File: config.mk
export PLATFORM = sky130hd
export DESIGN_NAME = sha256_stream_hasher
export DESIGN_NICKNAME = d
export VERILOG_FILES = /design/src/sha256sh_pkg.sv /design/src/sha256_stream_hasher.sv /design/src/sha256sh_ctrl.sv /design/src/sha256sh_datapath.sv
export SDC_FILE = /design/constraint.sdc
export NUM_CORES = 2
export LEC_CHECK = 0
export BUFFER_PORTS_ARGS = -buffer_cell sky130_fd_sc_hd__buf_4
export CAP_MARGIN = 20
export CORE_UTILIZATION = 48
export CTS_CLUSTER_DIAMETER = 120
export DETAILED_ROUTE_END_ITERATION = 7
export PLACE_DENSITY = 0.63
export RECOVER_POWER = 25
export SLEW_MARGIN = 20
export SYNTH_ARGS = -nofsm -noshare
export SYNTH_HDL_FRONTEND = slang
export SYNTH_SLANG_ARGS = --single-unit
File: constraint.sdc
create_clock -name aclk -period 40.4 [get_ports aclk]
set_input_delay 8.08 -clock aclk [delete_from_list [all_inputs] [get_ports aclk]]
set_output_delay 8.08 -clock aclk [all_outputs]
set_load 0.05 [all_outputs]
File: src/sha256sh_pkg.sv
// Shared types, constants and round-constant table for the SHA-256 stream hasher.
`timescale 1ns / 1ps

package sha256sh_pkg;

    // Source of the byte shifted into the block buffer.
    typedef logic [1:0] byte_sel_t;
    localparam byte_sel_t SEL_INPUT = 2'd0;
    localparam byte_sel_t SEL_PAD80 = 2'd1;
    localparam byte_sel_t SEL_ZERO  = 2'd2;
    localparam byte_sel_t SEL_LEN   = 2'd3;

    localparam int unsigned WORD_W   = 32;
    localparam int unsigned ROUND_W  = 6;
    localparam int unsigned FILL_W   = 6;
    localparam int unsigned COUNT_W  = 61;  // byte count; bit length is count * 8 mod 2^64

    localparam logic [FILL_W-1:0]  FILL_LAST    = 6'd63;
    localparam logic [FILL_W-1:0]  FILL_PRE_LEN = 6'd55;
    localparam logic [ROUND_W-1:0] ROUND_LAST   = 6'd63;

    localparam logic [8*WORD_W-1:0] SHA_IV = {
        32'h6a09e667, 32'hbb67ae85, 32'h3c6ef372, 32'ha54ff53a,
        32'h510e527f, 32'h9b05688c, 32'h1f83d9ab, 32'h5be0cd19
    };

    typedef struct packed {
        logic                shift_en;
        byte_sel_t           byte_sel;
        logic                count_inc;
        logic                load_len;
        logic                round_init;
        logic                round_en;
        logic [ROUND_W-1:0]  round_idx;
        logic                h_add;
        logic                finish;
    } ctrl_cmd_t;

    typedef struct packed {
        logic out_busy;
    } dp_status_t;

    function automatic logic [WORD_W-1:0] sha_k(input logic [ROUND_W-1:0] idx);
        logic [WORD_W-1:0] k;
        case (idx)
            6'd0:  k = 32'h428a2f98;  6'd1:  k = 32'h71374491;
            6'd2:  k = 32'hb5c0fbcf;  6'd3:  k = 32'he9b5dba5;
            6'd4:  k = 32'h3956c25b;  6'd5:  k = 32'h59f111f1;
            6'd6:  k = 32'h923f82a4;  6'd7:  k = 32'hab1c5ed5;
            6'd8:  k = 32'hd807aa98;  6'd9:  k = 32'h12835b01;
            6'd10: k = 32'h243185be;  6'd11: k = 32'h550c7dc3;
            6'd12: k = 32'h72be5d74;  6'd13: k = 32'h80deb1fe;
            6'd14: k = 32'h9bdc06a7;  6'd15: k = 32'hc19bf174;
            6'd16: k = 32'he49b69c1;  6'd17: k = 32'hefbe4786;
            6'd18: k = 32'h0fc19dc6;  6'd19: k = 32'h240ca1cc;
            6'd20: k = 32'h2de92c6f;  6'd21: k = 32'h4a7484aa;
            6'd22: k = 32'h5cb0a9dc;  6'd23: k = 32'h76f988da;
            6'd24: k = 32'h983e5152;  6'd25: k = 32'ha831c66d;
            6'd26: k = 32'hb00327c8;  6'd27: k = 32'hbf597fc7;
            6'd28: k = 32'hc6e00bf3;  6'd29: k = 32'hd5a79147;
            6'd30: k = 32'h06ca6351;  6'd31: k = 32'h14292967;
            6'd32: k = 32'h27b70a85;  6'd33: k = 32'h2e1b2138;
            6'd34: k = 32'h4d2c6dfc;  6'd35: k = 32'h53380d13;
            6'd36: k = 32'h650a7354;  6'd37: k = 32'h766a0abb;
            6'd38: k = 32'h81c2c92e;  6'd39: k = 32'h92722c85;
            6'd40: k = 32'ha2bfe8a1;  6'd41: k = 32'ha81a664b;
            6'd42: k = 32'hc24b8b70;  6'd43: k = 32'hc76c51a3;
            6'd44: k = 32'hd192e819;  6'd45: k = 32'hd6990624;
            6'd46: k = 32'hf40e3585;  6'd47: k = 32'h106aa070;
            6'd48: k = 32'h19a4c116;  6'd49: k = 32'h1e376c08;
            6'd50: k = 32'h2748774c;  6'd51: k = 32'h34b0bcb5;
            6'd52: k = 32'h391c0cb3;  6'd53: k = 32'h4ed8aa4a;
            6'd54: k = 32'h5b9cca4f;  6'd55: k = 32'h682e6ff3;
            6'd56: k = 32'h748f82ee;  6'd57: k = 32'h78a5636f;
            6'd58: k = 32'h84c87814;  6'd59: k = 32'h8cc70208;
            6'd60: k = 32'h90befffa;  6'd61: k = 32'ha4506ceb;
            6'd62: k = 32'hbef9a3f7;  6'd63: k = 32'hc67178f2;
            default: k = '0;
        endcase
        return k;
    endfunction

endpackage

File: src/sha256_stream_hasher.sv
// Top level of the byte-stream SHA-256 hasher: controller plus datapath.
// Throughput: one byte word per cycle while a block fills; no bytes are taken while a 64-byte block
//   is compressed (64 rounds of the single round unit plus one chaining add).
// End of message: padding (0x80, zeros, 64-bit length) follows the final word and needs a second block
//   if fill > 55 (fill = bytes in the open block); word 0 waits while a previous digest drains.
// Reset: synchronous, active-low aresetn; chaining words return to the initial hash values.
`timescale 1ns / 1ps

module sha256_stream_hasher
    import sha256sh_pkg::*;
(
    input  logic        aclk,
    input  logic        aresetn,

    // Message byte channel
    input  logic        s_tvalid,
    output logic        s_tready,
    input  logic [7:0]  s_tdata,   // [7:0] data_byte
    input  logic        s_tuser,   // [0] byte_present
    input  logic        s_tlast,   // end_of_message

    // Digest word channel
    output logic        m_tvalid,
    input  logic        m_tready,
    output logic [39:0] m_tdata,   // [31:0] digest_word, [34:32] word_index, [39:35] zero
    output logic        m_tlast    // last_word
);

    ctrl_cmd_t  cmd;
    dp_status_t status;

    // The controller accepts bytes only while no block is compressing and
    // no padding is in flight; the datapath output stage drains on its own.
    sha256sh_ctrl u_ctrl (
        .aclk     (aclk),
        .aresetn  (aresetn),
        .s_tvalid (s_tvalid),
        .s_tuser  (s_tuser),
        .s_tlast  (s_tlast),
        .s_tready (s_tready),
        .status   (status),
        .cmd      (cmd)
    );

    // Block buffer doubles as the rolling 16-word message schedule.
    sha256sh_datapath u_datapath (
        .aclk     (aclk),
        .aresetn  (aresetn),
        .s_tdata  (s_tdata),
        .cmd      (cmd),
        .status   (status),
        .m_tvalid (m_tvalid),
        .m_tready (m_tready),
        .m_tdata  (m_tdata),
        .m_tlast  (m_tlast)
    );

endmodule

File: src/sha256sh_ctrl.sv
// Controller FSM: byte intake, padding sequence, round count and digest hand-off.
`timescale 1ns / 1ps

module sha256sh_ctrl
    import sha256sh_pkg::*;
(
    input  logic       aclk,
    input  logic       aresetn,
    input  logic       s_tvalid,
    input  logic       s_tuser,
    input  logic       s_tlast,
    output logic       s_tready,
    input  dp_status_t status,
    output ctrl_cmd_t  cmd
);

    localparam logic [2:0] ST_IDLE    = 3'd0;
    localparam logic [2:0] ST_PAD80   = 3'd1;
    localparam logic [2:0] ST_PADZERO = 3'd2;
    localparam logic [2:0] ST_PADLEN  = 3'd3;
    localparam logic [2:0] ST_ROUND   = 3'd4;
    localparam logic [2:0] ST_ADD     = 3'd5;
    localparam logic [2:0] ST_FINISH  = 3'd6;

    logic [2:0]         state_reg, state_next;
    logic [2:0]         ret_reg, ret_next;
    logic [FILL_W-1:0]  fill_reg, fill_next;
    logic [ROUND_W-1:0] rnd_reg, rnd_next;

    always_comb begin
        cmd        = '0;
        s_tready   = 1'b0;
        state_next = state_reg;
        ret_next   = ret_reg;
        fill_next  = fill_reg;
        rnd_next   = rnd_reg;
        cmd.round_idx = rnd_reg;

        case (state_reg)
            ST_IDLE: begin
                s_tready = 1'b1;
                if (s_tvalid) begin
                    if (s_tuser) begin
                        cmd.shift_en  = 1'b1;
                        cmd.byte_sel  = SEL_INPUT;
                        cmd.count_inc = 1'b1;
                        fill_next     = fill_reg + 1'b1;
                        if (fill_reg == FILL_LAST) begin
                            cmd.round_init = 1'b1;
                            rnd_next       = '0;
                            state_next     = ST_ROUND;
                            ret_next       = s_tlast ? ST_PAD80 : ST_IDLE;
                        end else if (s_tlast) begin
                            state_next = ST_PAD80;
                        end
                    end else if (s_tlast) begin
                        state_next = ST_PAD80;
                    end
                end
            end
            ST_PAD80: begin
                cmd.shift_en = 1'b1;
                cmd.byte_sel = SEL_PAD80;
                cmd.load_len = 1'b1;
                fill_next    = fill_reg + 1'b1;
                if (fill_reg == FILL_LAST) begin
                    cmd.round_init = 1'b1;
                    rnd_next       = '0;
                    state_next     = ST_ROUND;
                    ret_next       = ST_PADZERO;
                end else if (fill_reg == FILL_PRE_LEN) begin
                    state_next = ST_PADLEN;
                end else begin
                    state_next = ST_PADZERO;
                end
            end
            ST_PADZERO: begin
                cmd.shift_en = 1'b1;
                cmd.byte_sel = SEL_ZERO;
                fill_next    = fill_reg + 1'b1;
                if (fill_reg == FILL_LAST) begin
                    cmd.round_init = 1'b1;
                    rnd_next       = '0;
                    state_next     = ST_ROUND;
                    ret_next       = ST_PADZERO;
                end else if (fill_reg == FILL_PRE_LEN) begin
                    state_next = ST_PADLEN;
                end
            end
            ST_PADLEN: begin
                cmd.shift_en = 1'b1;
                cmd.byte_sel = SEL_LEN;
                fill_next    = fill_reg + 1'b1;
                if (fill_reg == FILL_LAST) begin
                    cmd.round_init = 1'b1;
                    rnd_next       = '0;
                    state_next     = ST_ROUND;
                    ret_next       = ST_FINISH;
                end
            end
            ST_ROUND: begin
                cmd.round_en = 1'b1;
                rnd_next     = rnd_reg + 1'b1;
                if (rnd_reg == ROUND_LAST) begin
                    state_next = ST_ADD;
                end
            end
            ST_ADD: begin
                cmd.h_add  = 1'b1;
                state_next = ret_reg;
            end
            ST_FINISH: begin
                // hold the new digest until the previous one has drained
                if (!status.out_busy) begin
                    cmd.finish = 1'b1;
                    state_next = ST_IDLE;
                end
            end
            default: begin
                state_next = ST_IDLE;
            end
        endcase
    end

    always_ff @(posedge aclk) begin
        if (!aresetn) begin
            state_reg <= ST_IDLE;
            ret_reg   <= ST_IDLE;
            fill_reg  <= '0;
            rnd_reg   <= '0;
        end else begin
            state_reg <= state_next;
            ret_reg   <= ret_next;
            fill_reg  <= fill_next;
            rnd_reg   <= rnd_next;
        end
    end

endmodule

File: src/sha256sh_datapath.sv
// Datapath: block shift buffer / schedule window, round logic, chaining words, output stage.
`timescale 1ns / 1ps

module sha256sh_datapath
    import sha256sh_pkg::*;
(
    input  logic        aclk,
    input  logic        aresetn,
    input  logic [7:0]  s_tdata,
    input  ctrl_cmd_t   cmd,
    output dp_status_t  status,
    output logic        m_tvalid,
    input  logic        m_tready,
    output logic [39:0] m_tdata,
    output logic        m_tlast
);

    localparam int unsigned BLK_W = 16 * WORD_W;

    function automatic logic [WORD_W-1:0] rotr(input logic [WORD_W-1:0] x, input int unsigned n);
        return (x >> n) | (x << (WORD_W - n));
    endfunction

    function automatic logic [WORD_W-1:0] bsig0(input logic [WORD_W-1:0] x);
        return rotr(x, 2) ^ rotr(x, 13) ^ rotr(x, 22);
    endfunction

    function automatic logic [WORD_W-1:0] bsig1(input logic [WORD_W-1:0] x);
        return rotr(x, 6) ^ rotr(x, 11) ^ rotr(x, 25);
    endfunction

    function automatic logic [WORD_W-1:0] ssig0(input logic [WORD_W-1:0] x);
        return rotr(x, 7) ^ rotr(x, 18) ^ (x >> 3);
    endfunction

    function automatic logic [WORD_W-1:0] ssig1(input logic [WORD_W-1:0] x);
        return rotr(x, 17) ^ rotr(x, 19) ^ (x >> 10);
    endfunction

    // Block bytes shift in at the bottom; the top word is W[t] during rounds.
    logic [BLK_W-1:0]    blk_reg;
    logic [WORD_W-1:0]   v_reg [8];
    logic [WORD_W-1:0]   h_reg [8];
    logic [COUNT_W-1:0]  count_reg;
    logic [63:0]         len_reg;
    logic [8*WORD_W-1:0] out_reg;
    logic [2:0]          out_idx_reg;
    logic                out_valid_reg;

    logic [7:0]        byte_in;
    logic [WORD_W-1:0] w0, w1, w9, w14;
    logic [WORD_W-1:0] sched_new, t1, t2, ch, maj;
    logic              out_take;

    always_comb begin
        case (cmd.byte_sel)
            SEL_INPUT: byte_in = s_tdata;
            SEL_PAD80: byte_in = 8'h80;
            SEL_ZERO:  byte_in = 8'h00;
            SEL_LEN:   byte_in = len_reg[63:56];
            default:   byte_in = 8'h00;
        endcase
    end

    assign w0  = blk_reg[BLK_W-1 -: WORD_W];
    assign w1  = blk_reg[BLK_W-1*WORD_W-1 -: WORD_W];
    assign w9  = blk_reg[BLK_W-9*WORD_W-1 -: WORD_W];
    assign w14 = blk_reg[BLK_W-14*WORD_W-1 -: WORD_W];

    assign sched_new = ssig1(w14) + w9 + ssig0(w1) + w0;
    assign ch        = (v_reg[4] & v_reg[5]) ^ (~v_reg[4] & v_reg[6]);
    assign maj       = (v_reg[0] & v_reg[1]) ^ (v_reg[0] & v_reg[2]) ^ (v_reg[1] & v_reg[2]);
    assign t1        = v_reg[7] + bsig1(v_reg[4]) + ch + sha_k(cmd.round_idx) + w0;
    assign t2        = bsig0(v_reg[0]) + maj;

    assign out_take = out_valid_reg && m_tready;

    // Payload registers
    always_ff @(posedge aclk) begin
        if (cmd.shift_en) begin
            blk_reg <= {blk_reg[BLK_W-9:0], byte_in};
        end else if (cmd.round_en) begin
            blk_reg <= {blk_reg[BLK_W-WORD_W-1:0], sched_new};
        end

        if (cmd.round_init) begin
            for (int i = 0; i < 8; i++) begin
                v_reg[i] <= h_reg[i];
            end
        end else if (cmd.round_en) begin
            v_reg[7] <= v_reg[6];
            v_reg[6] <= v_reg[5];
            v_reg[5] <= v_reg[4];
            v_reg[4] <= v_reg[3] + t1;
            v_reg[3] <= v_reg[2];
            v_reg[2] <= v_reg[1];
            v_reg[1] <= v_reg[0];
            v_reg[0] <= t1 + t2;
        end

        if (cmd.load_len) begin
            len_reg <= {count_reg, 3'b000};
        end else if (cmd.shift_en && (cmd.byte_sel == SEL_LEN)) begin
            len_reg <= {len_reg[55:0], 8'h00};
        end

        if (cmd.finish) begin
            for (int i = 0; i < 8; i++) begin
                out_reg[8*WORD_W-1-WORD_W*i -: WORD_W] <= h_reg[i];
            end
        end else if (out_take) begin
            out_reg <= {out_reg[7*WORD_W-1:0], {WORD_W{1'b0}}};
        end
    end

    // Chaining words, byte count and output control
    always_ff @(posedge aclk) begin
        if (!aresetn) begin
            for (int i = 0; i < 8; i++) begin
                h_reg[i] <= SHA_IV[8*WORD_W-1-WORD_W*i -: WORD_W];
            end
            count_reg     <= '0;
            out_idx_reg   <= '0;
            out_valid_reg <= 1'b0;
        end else begin
            if (cmd.finish) begin
                for (int i = 0; i < 8; i++) begin
                    h_reg[i] <= SHA_IV[8*WORD_W-1-WORD_W*i -: WORD_W];
                end
                count_reg <= '0;
            end else begin
                if (cmd.h_add) begin
                    for (int i = 0; i < 8; i++) begin
                        h_reg[i] <= h_reg[i] + v_reg[i];
                    end
                end
                if (cmd.count_inc) begin
                    count_reg <= count_reg + 1'b1;
                end
            end

            if (cmd.finish) begin
                out_valid_reg <= 1'b1;
                out_idx_reg   <= '0;
            end else if (out_take) begin
                out_idx_reg <= out_idx_reg + 1'b1;
                if (out_idx_reg == 3'd7) begin
                    out_valid_reg <= 1'b0;
                end
            end
        end
    end

    assign status.out_busy = out_valid_reg;
    assign m_tvalid        = out_valid_reg;
    assign m_tdata         = {5'b00000, out_idx_reg, out_reg[8*WORD_W-1 -: WORD_W]};
    assign m_tlast         = (out_idx_reg == 3'd7);

endmodule

==> summary.md <==
| Metric | Value |
|---|---|
| Synth-to-Final Area Change | 8.14% |
| Critical path depth | 5 |
| Overflow after GRT | 0 |
| Worst setup SP type | input pin |
| 1st-pass router iterations | 6 |
| Slowest CP cell | nand2_1 |
| Row cnt | approximately 160 |
| CP max FO | roughly 50 |
| Multi-input logic area | a little over 40000 um2 |
| Share of cells above drive strength 1 | slightly above 5% |
| Initial antenna violation count | 0 |
| Largest net degree at the start of global routing | about 230 |
| Unique masters post-synth | 97 |
| Commonest non-fill, non-tap cell in the layout | nand2_1 |
| Final Hold Vio Count | 0 |
| Critical path's top delay family | simple AND/OR/NAND/NOR gates |
| Clock skew | about 0.053 ns |
| Unrepaired setup endpoints after global routing | false |
| Routed vias | between 60000 and 70000 |
| H-tree Lvls | 4 |
| Synth area leader | edfxtp_1 |
| Layout Nets | approximately 9400 |
| Max Freq | between 80 and 90 MHz |
| Mapped Area | between 80000 and 90000 um2 |
| Clock Tree Buf Depth | 3 |
| CP endpoint kind | register |
| Failing checks | capacitance limit, slew limit |
| Die ar. | 182000 um2 |
| Core Footprint | approximately 180000 um2 |
| Hold Buf Count CTS | 0 |
| Fin crit period | approximately 12 ns |
| Worst stage delay on the critical path | roughly 1.3 ns |
| Initial Utilization | 48.3% |
| Post-synth EDFFs | about 1300 |
| Clk_lat worst skew | just over 0.8 ns |
| Tcrit/Tclk final | between 30 and 40% |
| DR iter-0 viols | 6031 |
| Status | finished, violations left |
| Storage element area | 42300 um2 |
| Critical Path RT | 40.87 ns |
| Routed vias/inst | ~5.7 |
| WL per Instance | about 22 um |
| Max cap viols | 19 |
| Ports | between 50 and 60 |
| Rel. slew slack | -350% |
| Final Wtd Congestion | ~0.97 |
| Ant. Diodes | 0 |
| Fillers | 16116 |
| Post-detailed-route count of antenna-violating nets | 0 |
| Largest register FFs | 512 |
| FF-to-FF Start | u_ctrl.state_reg[2] |
| Die Span X | between 400 and 500 um |
| Reg-to-reg setup timing slack | 29.91 ns |
| Hold Crit Depth | 2 |
| Final setup vio count | 0 |
| GRT Overall Usage | around 27% |
| Reg2Reg Depth | 7 |
| Worst Hold Path EP | u_ctrl.ret_reg[2] |
| Register clock-pin slew on the reported worst setup and hold paths | ~0.06 ns |
| Chip height | ~430 um |
| Final wirelength | between 200 and 250 mm |
| CTS tree | built |
| Setup_tns | 0 ns |
| Least-Margin Pin Slew | between 6 and 7 ns |
| First-pass GRT wire length | between 300 and 400 mm |
| Setup bufs post-CTS | 0 |
| Yosys warnings | 0 |
| Clk root buf | clkbuf_16 |
| Prevailing post-synth register cell | edfxtp_1 |
| Syn Area/Cell | around 9.5 um2 |
| Post-CTS sizing | 0 |
| Residual DRC | 0 |
| Final design utilization | 52.3% |
| Count of state elements after synthesis | about 1500 |
| CTS sink cnt | around 1500 |
| Setup Crit Path Kind | input pin to register |
| Final Slew Violations | 1084 |
| Pre-CTS WS | between 20 and 30 ns |
| PortBufs | just over 50 |
| Clock buffer count from CTS | 166 |
| Vias in the first global route | slightly above 60000 |
| Post-synth top area share | between 40% and 50% |
| Worst hold path class | register to register |
| Worst Path Arrival | between 10 and 15 ns |
| Hpwl dp | between 150 and 200 mm |
| Most frequent cells in the layout | 3115 x nand2_1, 1309 x edfxtp_1, 400 x xnor2_1 |
| Critical-path cell list | clkbuf_1 -> nand2_1 -> nor2_2 -> inv_4 -> buf_4 |
| Worst Setup Slack, final | 28.26 ns |
| Hold path startpoint | u_ctrl.ret_reg[2] |
| Bufs and invs on worst path | 3 |
| Top cells by area, synth | edfxtp_1 46%, nand2_1 14%, ha_1 5.7% |
| Seq/Total Area, Yosys | about half |
| Synth Instances | 9040 |
| Ys async rst share | 0% |
| RR Endpoint | u_datapath.out_reg[255] |
## worst reg2reg max path: cells and delay by family, from the launching register on
family	cells	cell delay [ns]
buffers and inverters	3	8.09
AND/OR/NAND/NOR	4	1.78
flip-flops	1	0.32
## cell families (layout without fill, tap and decap cells)
logic type      count (synthesis)  count (layout)  synth area share, %
simple gates                 4126            4126                 19.6
flops                        1456            1456                 48.9
compound gates               1350            1350                 9.91
buf+inv                       788             714                 3.66
xor+xnor                      617             617                 6.28
fa+ha+maj                     611             611                 10.5
mux                            91              91                 1.17
other cells                     1               5              0.00434
## per-layer routing
layer  vias up  global-route usage, %  share of wire, %
li1      30407                      -                 -
met1     31214                   37.6                44
met2      2150                   43.1                46
met3       468                   3.84               6.5
met4         0                   10.4               4.0
met5         -                      0                 0
## synthesized netlist by cell type (50+ instances only)
cell type,number
dfxtp_1,147
xnor2_1,400
nor2_1,398
o21ai_0,363
nand2b_1,73
nor3_1,97
a21o_1,150
and3_1,53
mux2_2,77
inv_1,275
nand3_1,102
fa_1,195
nand2_1,3117
nor2b_1,64
xor2_1,216
a211oi_1,56
edfxtp_1,1309
o21a_1,50
clkbuf_1,432
o211ai_1,55
ha_1,394
and2_1,73
a21oi_1,361
## worst max path at each step
| stage | endpoint | from |
|---|---|---|
| after detailed placement | u_datapath.blk_reg[324] | s_tuser |
| after global routing | u_datapath.blk_reg[31] | s_tvalid |
| final | u_datapath.h_reg[1][67] | aresetn |
| after floorplan | register | s_tvalid |
| after global placement | u_datapath.blk_reg[324] | s_tuser |
| after CTS | u_datapath.blk_reg[316] | s_tuser |
## through the flow
step	instances	hold slack, ns	cell area (um2)
finish	11325	0.476	93400
global route	11325	0.497	93400
CTS	11325	0.473	93500
detailed placement	11022	0.466	88300
global placement	11022	0.464	88300
floorplan	9044	0.436	86300
## layout make-up
cell class              instances  area share (%)
flip-flops and latches       1456            45.3
inverters                     281            1.14
well taps                    2355            3.16
clock inverters                86           0.822
clock buffers                 217            4.71
multi-input cells            6800            43.9
repair buffers                130            1.01
Power is left out: the tool's default activity adds up to more than one toggle a clock period on the data nets, which glitch-free logic cannot reach.
